`config.mk`:
```
export PLATFORM = sky130hd
export DESIGN_NAME = forward_dct_8x8_flat
export DESIGN_NICKNAME = d
export VERILOG_FILES = /design/src/rtl/dct_pkg.sv /design/src/rtl/dct_if.sv /design/src/rtl/dct_ram.sv /design/src/rtl/dct_seq.sv /design/src/rtl/dct_mac.sv /design/src/rtl/forward_dct_8x8.sv /design/src/flat_wrapper.sv
export SDC_FILE = /design/constraint.sdc
export NUM_CORES = 2
export LEC_CHECK = 0
export BUFFER_PORTS_ARGS = -buffer_cell sky130_fd_sc_hd__buf_2
export CAP_MARGIN = 20
export CELL_PAD_IN_SITES_DETAIL_PLACEMENT = 0
export CELL_PAD_IN_SITES_GLOBAL_PLACEMENT = 1
export CORE_UTILIZATION = 47
export CTS_CLUSTER_SIZE = 40
export DETAILED_ROUTE_END_ITERATION = 10
export GPL_TIMING_DRIVEN = 0
export PLACE_DENSITY_LB_ADDON = 0.1
export SKIP_LAST_GASP = 1
export SYNTH_ARGS = -nofsm -noshare
export SYNTH_HDL_FRONTEND = slang
export SYNTH_SLANG_ARGS = --single-unit
```
`constraint.sdc`:
```
create_clock -name clk -period 11.95 [get_ports clk]
set_clock_uncertainty 0.05 [all_clocks]
set_input_delay 0.5975 -clock clk [delete_from_list [all_inputs] [get_ports clk]]
set_output_delay 0.5975 -clock clk [all_outputs]
set_load 0.005 [all_outputs]
```
`src/rtl/dct_pkg.sv`:
```
`default_nettype none

package dct_pkg;

    // Block size the design is built for unless the top level says otherwise
    localparam int DIM_DEFAULT = 8;

    // Fixed field widths of the channels
    localparam int PIX_W   = 8;
    localparam int COEF_W  = 13;
    localparam int INDEX_W = 6;

    // Cosine table in Q40; sum of two entries needs one bit more
    localparam int COS_FRAC = 40;
    localparam int COS_W    = COS_FRAC + 2;
    localparam int SUM_W    = COS_W + 1;

    // Basis entry: trunc(128 * (cos a + cos b)), range -256..256
    localparam int BASIS_SHIFT = COS_FRAC - 7;
    // An entry within 2^-30 below an integer counts as that integer
    localparam int SNAP_SHIFT  = BASIS_SHIFT - 30;
    localparam int BASIS_W     = 10;

    // Column scale 256*c(u)*c(v) and final shift
    localparam int SCALE_W   = 8;
    localparam int OUT_SHIFT = 16;

    localparam real PI = 4.0 * $atan(1.0);

    // Control word that travels down the MAC pipeline with each product
    typedef struct packed {
        logic               valid;
        logic               first;       // first product of a coefficient
        logic               last;        // last product of a coefficient
        logic               u_zero;
        logic               v_zero;
        logic               final_coef;  // coefficient closes the block
        logic [INDEX_W-1:0] index;
    } dct_ctrl_t;

    // Status from the datapath back to the sequencer
    typedef struct packed {
        logic advance;     // pipeline moves this cycle
        logic block_done;  // final coefficient enters the output register
    } dct_stat_t;

    // cos(m * step) in Q40, built from the first quadrant with mirrored signs
    function automatic logic signed [COS_W-1:0] dct_cos(input int dim, input real step,
                                                        input int m);
        int     t;
        logic   neg;
        real    r;
        longint q;
        if (m <= dim) begin
            t   = m;
            neg = 1'b0;
        end
        else if (m <= 2 * dim) begin
            t   = 2 * dim - m;
            neg = 1'b1;
        end
        else if (m <= 3 * dim) begin
            t   = m - 2 * dim;
            neg = 1'b1;
        end
        else begin
            t   = 4 * dim - m;
            neg = 1'b0;
        end
        r = $cos(step * real'(t));
        q = longint'(r * (2.0 ** COS_FRAC));
        if (neg) begin
            q = -q;
        end
        return COS_W'(q);
    endfunction

endpackage

`default_nettype wire

```
`src/rtl/dct_if.sv`:
```
`default_nettype none

interface dct_pix_if import dct_pkg::*; ();
    logic             valid;
    logic             ready;
    logic [PIX_W-1:0] pixel;

    modport source (output valid, output pixel, input ready);
    modport sink   (input valid, input pixel, output ready);
endinterface

interface dct_coef_if import dct_pkg::*; ();
    logic                     valid;
    logic                     ready;
    logic signed [COEF_W-1:0] coefficient;
    logic [INDEX_W-1:0]       coef_index;
    logic                     last_coef;

    modport source (output valid, output coefficient, output coef_index, output last_coef,
                    input ready);
    modport sink   (input valid, input coefficient, input coef_index, input last_coef,
                    output ready);
endinterface

`default_nettype wire

```
`src/rtl/dct_ram.sv`:
```
`default_nettype none

module dct_ram #(
    parameter int WIDTH = 8,
    parameter int DEPTH = 64
) (
    input  wire logic                     clk,
    input  wire logic                     wr_en,
    input  wire logic [$clog2(DEPTH)-1:0] wr_addr,
    input  wire logic [WIDTH-1:0]         wr_data,
    input  wire logic                     rd_en,
    input  wire logic [$clog2(DEPTH)-1:0] rd_addr,
    output      logic [WIDTH-1:0]         rd_data
);

    logic [WIDTH-1:0] mem [DEPTH];

    always_ff @(posedge clk)
    begin
        if (wr_en)
        begin
            mem[wr_addr] <= wr_data;
        end
        if (rd_en)
        begin
            rd_data <= mem[rd_addr];
        end
    end

endmodule

`default_nettype wire

```
`src/rtl/dct_seq.sv`:
```
`default_nettype none

module dct_seq import dct_pkg::*; #(
    parameter int BLOCK_DIM = DIM_DEFAULT
) (
    input  wire logic                              clk,
    input  wire logic                              rst_n,
    dct_pix_if.sink                                pixels,
    input  wire dct_stat_t                         stat,
    output      dct_ctrl_t                         ctrl,
    output      logic [$clog2(4*BLOCK_DIM)-1:0]    x_pos,
    output      logic [$clog2(4*BLOCK_DIM)-1:0]    y_pos,
    output      logic                              wr_en,
    output      logic [$clog2(BLOCK_DIM*BLOCK_DIM)-1:0] wr_addr,
    output      logic [$clog2(BLOCK_DIM*BLOCK_DIM)-1:0] rd_addr
);

    localparam int NPIX  = BLOCK_DIM * BLOCK_DIM;
    localparam int NANG  = 4 * BLOCK_DIM;
    localparam int IDX_W = $clog2(NPIX);
    localparam int UW    = $clog2(BLOCK_DIM);
    localparam int XW    = $clog2(NANG);

    localparam logic [IDX_W-1:0] IDX_LAST = IDX_W'(NPIX - 1);
    localparam logic [UW-1:0]    DIM_LAST = UW'(BLOCK_DIM - 1);
    localparam logic [XW:0]      ANG_MOD  = (XW + 1)'(NANG);

    typedef enum logic [2:0] {
        ST_LOAD  = 3'b001,
        ST_RUN   = 3'b010,
        ST_DRAIN = 3'b100
    } dct_state_t;

    dct_state_t       state_reg, state_next;
    logic [IDX_W-1:0] lc_reg, lc_next;
    logic [IDX_W-1:0] i_reg, i_next;
    logic [IDX_W-1:0] j_reg, j_next;
    logic [UW-1:0]    u_reg, u_next, v_reg, v_next, k_reg, k_next, l_reg, l_next;
    logic [XW-1:0]    x_reg, x_next, y_reg, y_next;
    logic             accept;

    // (a + 2h) mod 4N for a below 4N and h below N
    function automatic logic [XW-1:0] mod_add(input logic [XW-1:0] a, input logic [UW-1:0] h);
        logic [XW:0] s;
        s = (XW + 1)'(a) + (XW + 1)'({h, 1'b0});
        if (s >= ANG_MOD)
        begin
            s = s - ANG_MOD;
        end
        return s[XW-1:0];
    endfunction

    assign pixels.ready = (state_reg == ST_LOAD);
    assign accept       = pixels.valid && pixels.ready;
    assign wr_en        = accept;
    assign wr_addr      = lc_reg;
    assign rd_addr      = j_reg;
    assign x_pos        = x_reg;
    assign y_pos        = y_reg;

    always_comb
    begin
        ctrl.valid      = (state_reg == ST_RUN);
        ctrl.first      = (j_reg == '0);
        ctrl.last       = (j_reg == IDX_LAST);
        ctrl.u_zero     = (u_reg == '0);
        ctrl.v_zero     = (v_reg == '0);
        ctrl.final_coef = (i_reg == IDX_LAST);
        ctrl.index      = INDEX_W'(i_reg);
    end

    always_comb
    begin
        state_next = state_reg;
        lc_next    = lc_reg;
        i_next     = i_reg;
        j_next     = j_reg;
        u_next     = u_reg;
        v_next     = v_reg;
        k_next     = k_reg;
        l_next     = l_reg;
        x_next     = x_reg;
        y_next     = y_reg;
        case (state_reg)
            ST_LOAD:
            begin
                if (accept)
                begin
                    if (lc_reg == IDX_LAST)
                    begin
                        lc_next    = '0;
                        state_next = ST_RUN;
                    end
                    else
                    begin
                        lc_next = lc_reg + 1'b1;
                    end
                end
            end
            ST_RUN:
            begin
                if (stat.advance)
                begin
                    j_next = (j_reg == IDX_LAST) ? '0 : j_reg + 1'b1;
                    if (l_reg != DIM_LAST)
                    begin
                        l_next = l_reg + 1'b1;
                        y_next = mod_add(y_reg, v_reg);
                    end
                    else if (k_reg != DIM_LAST)
                    begin
                        l_next = '0;
                        k_next = k_reg + 1'b1;
                        x_next = mod_add(x_reg, u_reg);
                        y_next = XW'(v_reg);
                    end
                    else
                    begin
                        // coefficient done: step to the next (u, v)
                        l_next = '0;
                        k_next = '0;
                        i_next = (i_reg == IDX_LAST) ? '0 : i_reg + 1'b1;
                        if (v_reg != DIM_LAST)
                        begin
                            v_next = v_reg + 1'b1;
                            y_next = XW'(v_reg) + 1'b1;
                            x_next = XW'(u_reg);
                        end
                        else
                        begin
                            v_next = '0;
                            y_next = '0;
                            if (u_reg != DIM_LAST)
                            begin
                                u_next = u_reg + 1'b1;
                                x_next = XW'(u_reg) + 1'b1;
                            end
                            else
                            begin
                                u_next = '0;
                                x_next = '0;
                            end
                        end
                        if (i_reg == IDX_LAST)
                        begin
                            state_next = ST_DRAIN;
                        end
                    end
                end
            end
            ST_DRAIN:
            begin
                if (stat.block_done)
                begin
                    state_next = ST_LOAD;
                end
            end
            default:
            begin
                state_next = ST_LOAD;
            end
        endcase
    end

    always_ff @(posedge clk or negedge rst_n)
    begin
        if (!rst_n)
        begin
            state_reg <= ST_LOAD;
            lc_reg    <= '0;
            i_reg     <= '0;
            j_reg     <= '0;
            u_reg     <= '0;
            v_reg     <= '0;
            k_reg     <= '0;
            l_reg     <= '0;
            x_reg     <= '0;
            y_reg     <= '0;
        end
        else
        begin
            state_reg <= state_next;
            lc_reg    <= lc_next;
            i_reg     <= i_next;
            j_reg     <= j_next;
            u_reg     <= u_next;
            v_reg     <= v_next;
            k_reg     <= k_next;
            l_reg     <= l_next;
            x_reg     <= x_next;
            y_reg     <= y_next;
        end
    end

endmodule

`default_nettype wire

```
`src/rtl/dct_mac.sv`:
```
`default_nettype none

module dct_mac import dct_pkg::*; #(
    parameter int BLOCK_DIM = DIM_DEFAULT
) (
    input  wire logic                           clk,
    input  wire logic                           rst_n,
    input  wire dct_ctrl_t                      ctrl,
    input  wire logic [$clog2(4*BLOCK_DIM)-1:0] x_pos,
    input  wire logic [$clog2(4*BLOCK_DIM)-1:0] y_pos,
    input  wire logic [PIX_W-1:0]               pix_data,
    output      dct_stat_t                      stat,
    dct_coef_if.source                          coefs
);

    localparam int  NPIX   = BLOCK_DIM * BLOCK_DIM;
    localparam int  NANG   = 4 * BLOCK_DIM;
    localparam int  XW     = $clog2(NANG);
    localparam real ANG_STEP = PI / (2.0 * BLOCK_DIM);
    localparam int  PROD_W = PIX_W + 1 + BASIS_W;
    localparam int  ACC_W  = $clog2(NPIX * 255 * 256) + 2;
    localparam int  SCL_W  = ACC_W + SCALE_W + 1;
    localparam int  SH_W   = SCL_W - OUT_SHIFT;

    localparam logic [SCALE_W-1:0] SCALE_DC   = SCALE_W'(256 / BLOCK_DIM);
    localparam logic [SCALE_W-1:0] SCALE_EDGE = SCALE_W'(362 / BLOCK_DIM);
    localparam logic [SCALE_W-1:0] SCALE_AC   = SCALE_W'(512 / BLOCK_DIM);
    localparam logic [XW:0]        ANG_MOD    = (XW + 1)'(NANG);
    localparam logic [SUM_W-1:0]   SNAP       = SUM_W'(1) << SNAP_SHIFT;
    localparam logic signed [SH_W-1:0] SAT_HI = SH_W'((1 << (COEF_W - 1)) - 1);
    localparam logic signed [SH_W-1:0] SAT_LO = ~SAT_HI;

    logic signed [COS_W-1:0] cos_tab [NANG];

    for (genvar m = 0; m < NANG; m++)
    begin : g_cos
        assign cos_tab[m] = dct_cos(BLOCK_DIM, ANG_STEP, m);
    end

    logic                       adv;
    logic [XW:0]                ang_sum;
    logic [XW-1:0]              ang_a, ang_b;
    logic [SUM_W-1:0]           mag;
    logic [SUM_W-1:0]           rnd;
    logic [BASIS_W-1:0]         qmag;
    logic [SCALE_W-1:0]         scale;
    logic signed [SH_W-1:0]     shifted;
    logic signed [COEF_W-1:0]   sat;
    dct_ctrl_t                  c4_in;

    dct_ctrl_t                  c1_reg, c2_reg, c3_reg, c4_reg, c5_reg;
    logic signed [SUM_W-1:0]    sum1_reg;
    logic signed [BASIS_W-1:0]  basis2_reg;
    logic [PIX_W-1:0]           pix2_reg;
    logic signed [PROD_W-1:0]   prod3_reg;
    logic signed [ACC_W-1:0]    acc4_reg;
    logic signed [SCL_W-1:0]    scl5_reg;
    logic                       out_vld_reg;
    logic signed [COEF_W-1:0]   out_coef_reg;
    logic [INDEX_W-1:0]         out_idx_reg;
    logic                       out_last_reg;

    // freeze the whole pipeline while a finished coefficient is held
    assign adv             = !(out_vld_reg && !coefs.ready);
    assign stat.advance    = adv;
    assign stat.block_done = adv && c5_reg.valid && c5_reg.final_coef;

    // angle pair for cos(x+y) + cos(x-y)
    always_comb
    begin
        ang_sum = (XW + 1)'(x_pos) + (XW + 1)'(y_pos);
        if (ang_sum >= ANG_MOD)
        begin
            ang_sum = ang_sum - ANG_MOD;
        end
        ang_a = ang_sum[XW-1:0];
        ang_b = (x_pos >= y_pos) ? x_pos - y_pos : y_pos - x_pos;
    end

    // truncate toward zero with the snap margin
    always_comb
    begin
        mag  = sum1_reg[SUM_W-1] ? SUM_W'(-sum1_reg) : SUM_W'(sum1_reg);
        rnd  = (mag + SNAP) >> BASIS_SHIFT;
        qmag = rnd[BASIS_W-1:0];
    end

    // only the last product of a coefficient moves on past the accumulator
    always_comb
    begin
        c4_in       = c3_reg;
        c4_in.valid = c3_reg.valid && c3_reg.last;
    end

    always_comb
    begin
        case ({c4_reg.u_zero, c4_reg.v_zero})
            2'b11:   scale = SCALE_DC;
            2'b10,
            2'b01:   scale = SCALE_EDGE;
            default: scale = SCALE_AC;
        endcase
    end

    always_comb
    begin
        shifted = SH_W'(scl5_reg >>> OUT_SHIFT);
        if (shifted > SAT_HI)
        begin
            sat = SAT_HI[COEF_W-1:0];
        end
        else if (shifted < SAT_LO)
        begin
            sat = SAT_LO[COEF_W-1:0];
        end
        else
        begin
            sat = shifted[COEF_W-1:0];
        end
    end

    always_ff @(posedge clk or negedge rst_n)
    begin
        if (!rst_n)
        begin
            c1_reg      <= '0;
            c2_reg      <= '0;
            c3_reg      <= '0;
            c4_reg      <= '0;
            c5_reg      <= '0;
            out_vld_reg <= 1'b0;
        end
        else
        begin
            if (adv)
            begin
                c1_reg <= ctrl;
                c2_reg <= c1_reg;
                c3_reg <= c2_reg;
                c4_reg <= c4_in;
                c5_reg <= c4_reg;
            end
            if (adv && c5_reg.valid)
            begin
                out_vld_reg <= 1'b1;
            end
            else if (coefs.ready)
            begin
                out_vld_reg <= 1'b0;
            end
        end
    end

    always_ff @(posedge clk)
    begin
        if (adv)
        begin
            sum1_reg   <= SUM_W'(cos_tab[ang_a]) + SUM_W'(cos_tab[ang_b]);
            basis2_reg <= sum1_reg[SUM_W-1] ? -$signed(qmag) : $signed(qmag);
            pix2_reg   <= pix_data;
            prod3_reg  <= PROD_W'($signed({1'b0, pix2_reg})) * PROD_W'(basis2_reg);
            if (c3_reg.valid)
            begin
                acc4_reg <= c3_reg.first ? ACC_W'(prod3_reg) : acc4_reg + ACC_W'(prod3_reg);
            end
            scl5_reg <= SCL_W'(acc4_reg) * SCL_W'($signed({1'b0, scale}));
            if (c5_reg.valid)
            begin
                out_coef_reg <= sat;
                out_idx_reg  <= c5_reg.index;
                out_last_reg <= c5_reg.final_coef;
            end
        end
    end

    assign coefs.valid       = out_vld_reg;
    assign coefs.coefficient = out_coef_reg;
    assign coefs.coef_index  = out_idx_reg;
    assign coefs.last_coef   = out_last_reg;

endmodule

`default_nettype wire

```
`src/rtl/forward_dct_8x8.sv`:
```
`default_nettype none

// Channel  | Dir | Word                                  | Handshake
// ---------+-----+---------------------------------------+------------------
// pixels   | in  | pixel[7:0], raster order              | valid/ready
// coefs    | out | coefficient[12:0], coef_index[5:0],   | valid/ready
//          |     | last_coef                             |
//
// Load takes one pixel word a cycle; ready drops after the last pixel of a block.
// The single MAC unit issues N^4 products (4096 for 8x8), one a cycle while no
// coefficient is held; ready stays low until the final coefficient is registered.
// One coefficient per N*N products, each via sum, basis, product, acc and scale.
// Reset clears the sequencer and pipeline valids; the pixel store is not cleared.
// A held coefficient freezes the MAC pipeline; the next block loads behind the last.

module forward_dct_8x8 import dct_pkg::*; #(
    parameter int BLOCK_DIM = DIM_DEFAULT
) (
    input  wire logic  clk,
    input  wire logic  rst_n,
    dct_pix_if.sink    pixels,
    dct_coef_if.source coefs
);

    localparam int NPIX  = BLOCK_DIM * BLOCK_DIM;
    localparam int IDX_W = $clog2(NPIX);
    localparam int XW    = $clog2(4 * BLOCK_DIM);

    dct_ctrl_t        ctrl;
    dct_stat_t        stat;
    logic [XW-1:0]    x_pos, y_pos;
    logic             wr_en;
    logic [IDX_W-1:0] wr_addr, rd_addr;
    logic [PIX_W-1:0] pix_data;

    // Sequencer: load counter, (u, v, k, l) walk and angle tracking
    dct_seq #(.BLOCK_DIM(BLOCK_DIM)) u_seq (
        .clk     (clk),
        .rst_n   (rst_n),
        .pixels  (pixels),
        .stat    (stat),
        .ctrl    (ctrl),
        .x_pos   (x_pos),
        .y_pos   (y_pos),
        .wr_en   (wr_en),
        .wr_addr (wr_addr),
        .rd_addr (rd_addr)
    );

    // Pixel store; hold the read word while the pipeline is frozen
    dct_ram #(.WIDTH(PIX_W), .DEPTH(NPIX)) u_store (
        .clk     (clk),
        .wr_en   (wr_en),
        .wr_addr (wr_addr),
        .wr_data (pixels.pixel),
        .rd_en   (stat.advance),
        .rd_addr (rd_addr),
        .rd_data (pix_data)
    );

    // Basis lookup, multiply-accumulate, scale, shift and output register
    dct_mac #(.BLOCK_DIM(BLOCK_DIM)) u_mac (
        .clk      (clk),
        .rst_n    (rst_n),
        .ctrl     (ctrl),
        .x_pos    (x_pos),
        .y_pos    (y_pos),
        .pix_data (pix_data),
        .stat     (stat),
        .coefs    (coefs)
    );

endmodule

`default_nettype wire

```
`src/flat_wrapper.sv`:
```
// flat-port wrapper written by rule: the top's interface ports become plain ports
module forward_dct_8x8_flat import dct_pkg::*;
#(
    parameter int BLOCK_DIM = DIM_DEFAULT
)
  (clk, rst_n, pixels_valid, pixels_pixel, pixels_ready, coefs_valid, coefs_coefficient, coefs_coef_index, coefs_last_coef, coefs_ready);
  dct_pix_if pixels_i ();
  dct_coef_if coefs_i ();
  input  wire logic clk;
  input  wire logic rst_n;
  input wire logic [$bits(pixels_i.valid)-1:0] pixels_valid;
  input wire logic [$bits(pixels_i.pixel)-1:0] pixels_pixel;
  output wire logic [$bits(pixels_i.ready)-1:0] pixels_ready;
  output wire logic [$bits(coefs_i.valid)-1:0] coefs_valid;
  output wire logic [$bits(coefs_i.coefficient)-1:0] coefs_coefficient;
  output wire logic [$bits(coefs_i.coef_index)-1:0] coefs_coef_index;
  output wire logic [$bits(coefs_i.last_coef)-1:0] coefs_last_coef;
  input wire logic [$bits(coefs_i.ready)-1:0] coefs_ready;
  assign pixels_i.valid = pixels_valid;
  assign pixels_i.pixel = pixels_pixel;
  assign pixels_ready = pixels_i.ready;
  assign coefs_valid = coefs_i.valid;
  assign coefs_coefficient = coefs_i.coefficient;
  assign coefs_coef_index = coefs_i.coef_index;
  assign coefs_last_coef = coefs_i.last_coef;
  assign coefs_i.ready = coefs_ready;
  forward_dct_8x8 #(.BLOCK_DIM(BLOCK_DIM)) u_core (.clk(clk), .rst_n(rst_n), .pixels(pixels_i), .coefs(coefs_i));
endmodule
```
==> impl_metrics.py <==
metrics = {
    "drt": {
        "dr.pass1.iters": 8,
        "num_vias": 28300,
        "ant_nets": 0,
        "drc": 0,
        "wirelength_mm": 114,
        "vias_per_cell": 5.81,
        "wire_per_inst_microns": 23.4,
        "drt-initial-drc-count": 2343,
    },
    "die": {
        "dieWidth_microns": 306,
        "die_h_microns": 306,
        "initial_utilization": 0.474,
        "num_rows": 111,
        "io_pins": 34,
        "coreArea_sq_mm": 0.0917,
        "die-area_sq_mm": 0.0937,
    },
    "cts": {
        "root_buffer": "clkbuf_16",
        "cts_tree": "done",
        "clkSlewWorstSetupHoldPaths_ps": 60,
        "cts.htree.levels": 3,
        "clockBufferDepth": 3,
        "cts.sinks": 758,
        "numCtsBuffers": 81,
        "worstSkewPairLatency_ps": 660,
        "cts.repair.resized": 0,
    },
    "global_routing": {
        "antenna_found_initial": 3,
        "grt_usage": 0.247,
        "grt_pass1_vias": 28900,
        "grt_max_degree": 65,
        "grt_pass1_wl_mm": 176,
        "use_met1": 0.329,
        "overflow": 0,
        "grtUsageMet2": 0.424,
        "busiest_layer": "met2",
        "grt_util_met3": 0.0352,
    },
    "yosys": {
        "ys_top_cells_by_area": "edfxtp_1, mux4_2, ha_1",
        "synth-main-ff-cell": "edfxtp_1",
        "yosys.area.top_type": "edfxtp_1",
        "yosysWarnings": 0,
        "synth_xor_area_frac": 0.0244,
        "synth_edf_count": 660,
        "synthCells": 3469,
        "async_flop_share": 0.129,
        "synth-seq-cells": 758,
        "synth_simple_gate_area_frac": 0.106,
        "synth.distinct_cells": 85,
        "syn_area_per_cell_sq_um": 12.5,
        "synth_top_family_by_area": "adder cells",
        "syn-cell-area_sq_mm": 0.0435,
        "yosysTopAreaCellShare": 0.456,
        "synthMuxAreaShare": 0.101,
        "synth_adder_area_share": 0.135,
        "ys_seq_area_frac": 0.512,
        "synth-compound-area-share": 0.0822,
    },
    "pwr": {
        "leakage_uw": 0.0188,
        "vdd_drop_max_uv": 150,
        "p_per_area_mw_per_mm2": 122,
    },
    "worst_hold_path": {
        "worstHoldPathType": "input pin to flop",
    },
    "placed_design": {
        "post_dp_cell_area_sq_mm": 0.0453,
        "io_buffer_count": 33,
        "dpl.hpwl_mm": 83.9,
        "globalplace.congestion": 0.932,
    },
    "layout": {
        "fin_area_sq_mm": 0.0483,
        "layout.nets": 4021,
        "final_cell_mix": "edfxtp_1, nand2_1, inv_1, ha_1, nor2_1",
        "antenna_cells": 0,
        "drive_above_1_share": 0.107,
        "largest_register_ffs": 512,
        "syn_to_final_growth_pct": 11.2,
        "final_common_cell": "edfxtp_1",
    },
    "timing": {
        "fmax_ghz": 0.111,
        "tns_ps": 0,
        "hold_violations": 0,
        "timing.slew.headroom": 0.235,
        "rsz0062_at_grt": "no",
        "drv_slew": 0,
        "fin_crit_sh": 0.753,
        "tightest_slew_ps": 1140,
        "setup-violations-final": 0,
        "final.min_clock_period_ps": 8990,
    },
    "outcome": {
        "status": "completed",
    },
    "setup_path": {
        "critPathLaunchType": "flop",
        "crit_path_end_kind": "flop",
        "arrival_ps": 9410,
        "cp_max_fo": 18,
        "crit_type": "flop to flop",
        "crit_required_ps": 12360,
    },
    "run": {
        "drv_cap": 0,
    },
}
[cells in the mapped netlist (16+ instances only)]
cell type  number
a21o_1         44
a21oi_1       147
a31oi_1        26
and2_1         87
and3_1         18
buf_1          37
clkbuf_1      121
dfrtp_1        97
edfxtp_1      660
fa_1          140
ha_1          246
inv_1         273
mux2_2         21
mux2i_1        31
mux4_2        171
nand2_1       374
nand2b_1       27
nand3_1        59
nand4_1        25
nor2_1        221
nor2b_1        25
nor3_1         62
o211ai_1       21
o21a_1         31
o21ai_0       141
o21bai_1       16
o31ai_1        20
or3_1          19
xnor2_1        83
xor2_1         38
[routing by layer]
metal  part of all wire  up-vias  wire, microns
met3              0.051      169           5820
met5            0.00011        -             13
li1                   -    13000              -
met2               0.50      818          57000
met1               0.42    14300          48200
met4              0.027        2           3040
[stage by stage]
stage	hold WS, ps	utilization	instances	worst slack (ps)	total power (uW)
final	251	0.527	4874	2960	5920
after floorplan	252	-	3489	5340	3180
after detailed placement	355	0.495	4717	3130	3310
after global placement	354	0.493	4708	3040	3300
after CTS	269	0.526	4866	3010	5960
after global routing	235	0.527	4874	2370	6080
[path summary, 6_finish.rpt]
path / start / to / slack, ps / cells past startpoint
max: u_core.u_seq.x_pos[0]$_DFFE_PN0P_ / u_core.u_mac.sum1_reg[42]$_DFFE_PN_ / 2960 / 25
min: pixels_pixel[7] / u_core.u_store.mem[57][7]$_DFFE_PP_ / 250 / 1
min in group asynchronous: rst_n / u_core.u_mac.c5_reg[5]$_DFFE_PN0N_ / 470 / 2
min reg2reg: u_core.u_store.rd_data[6]$_DFFE_PN_ / u_core.u_mac.pix2_reg[6]$_DFFE_PN_ / 370 / 0
max reg2reg: u_core.u_seq.x_pos[0]$_DFFE_PN0P_ / u_core.u_mac.sum1_reg[42]$_DFFE_PN_ / 2960 / 25
max in group asynchronous: rst_n / u_core.u_seq.state_reg[0]$_DFFE_PN1P_ / 10640 / 3
[area by class of cell]
type | count | area [sq um]
Multi-Input combinational cell | 2296 | 19600
Clock buffer | 96 | 2100
Timing Repair Buffer | 51 | 485
Sequential cell | 758 | 22300
Fill cell | 7874 | 43300
Tap cell | 1186 | 1480
Inverter | 276 | 1040
Clock inverter | 52 | 712
Buffer | 159 | 606
[cell families (layout without fill, tap and decap cells)]
| logic type | Yosys count | after routing |
|---|---|---|
| simple gates | 982 | 982 |
| flops | 758 | 758 |
| compound gates | 561 | 561 |
| buf+inv | 435 | 634 |
| fa+ha+maj | 386 | 386 |
| mux | 224 | 224 |
| xor+xnor | 121 | 121 |
| other cells | 2 | 22 |
[what timing repair did]
action,4_1_cts,5_1_grt
endpoints found under the hold margin,47,0
setup buffers,0,0
hold buffers,1,0
[power by group]
group	total [uW]	leakage (uW)	switching, uW	internal (uW)
Sequential	2980	0.00751	23.8	2950
Clock	2660	0.00136	1080	1580
Combinational	279	0.00995	197	81.7
Total	5920	0.0188	1300	4610
[critical path: stages (launching register included)]
cell and delay, ps:
dfrtp_1 370, inv_1 80, ha_1 900, nand3_1 130, a31oi_1 230, o21ai_0 100
nand2b_1 100, clkbuf_1 360, mux2_2 390, a21oi_1 350, xor2_1 570, clkbuf_1 510
buf_1 580, o21ai_0 330, ha_1 450, a21o_1 190, a21o_1 160, a21oi_1 180
o21ai_0 160, a32o_1 300, o311ai_0 390, o311ai_0 290, a221oi_1 710, o21ai_0 270
a2111oi_0 450, a21o_1 180
Power figures use the tool's default switching activity.
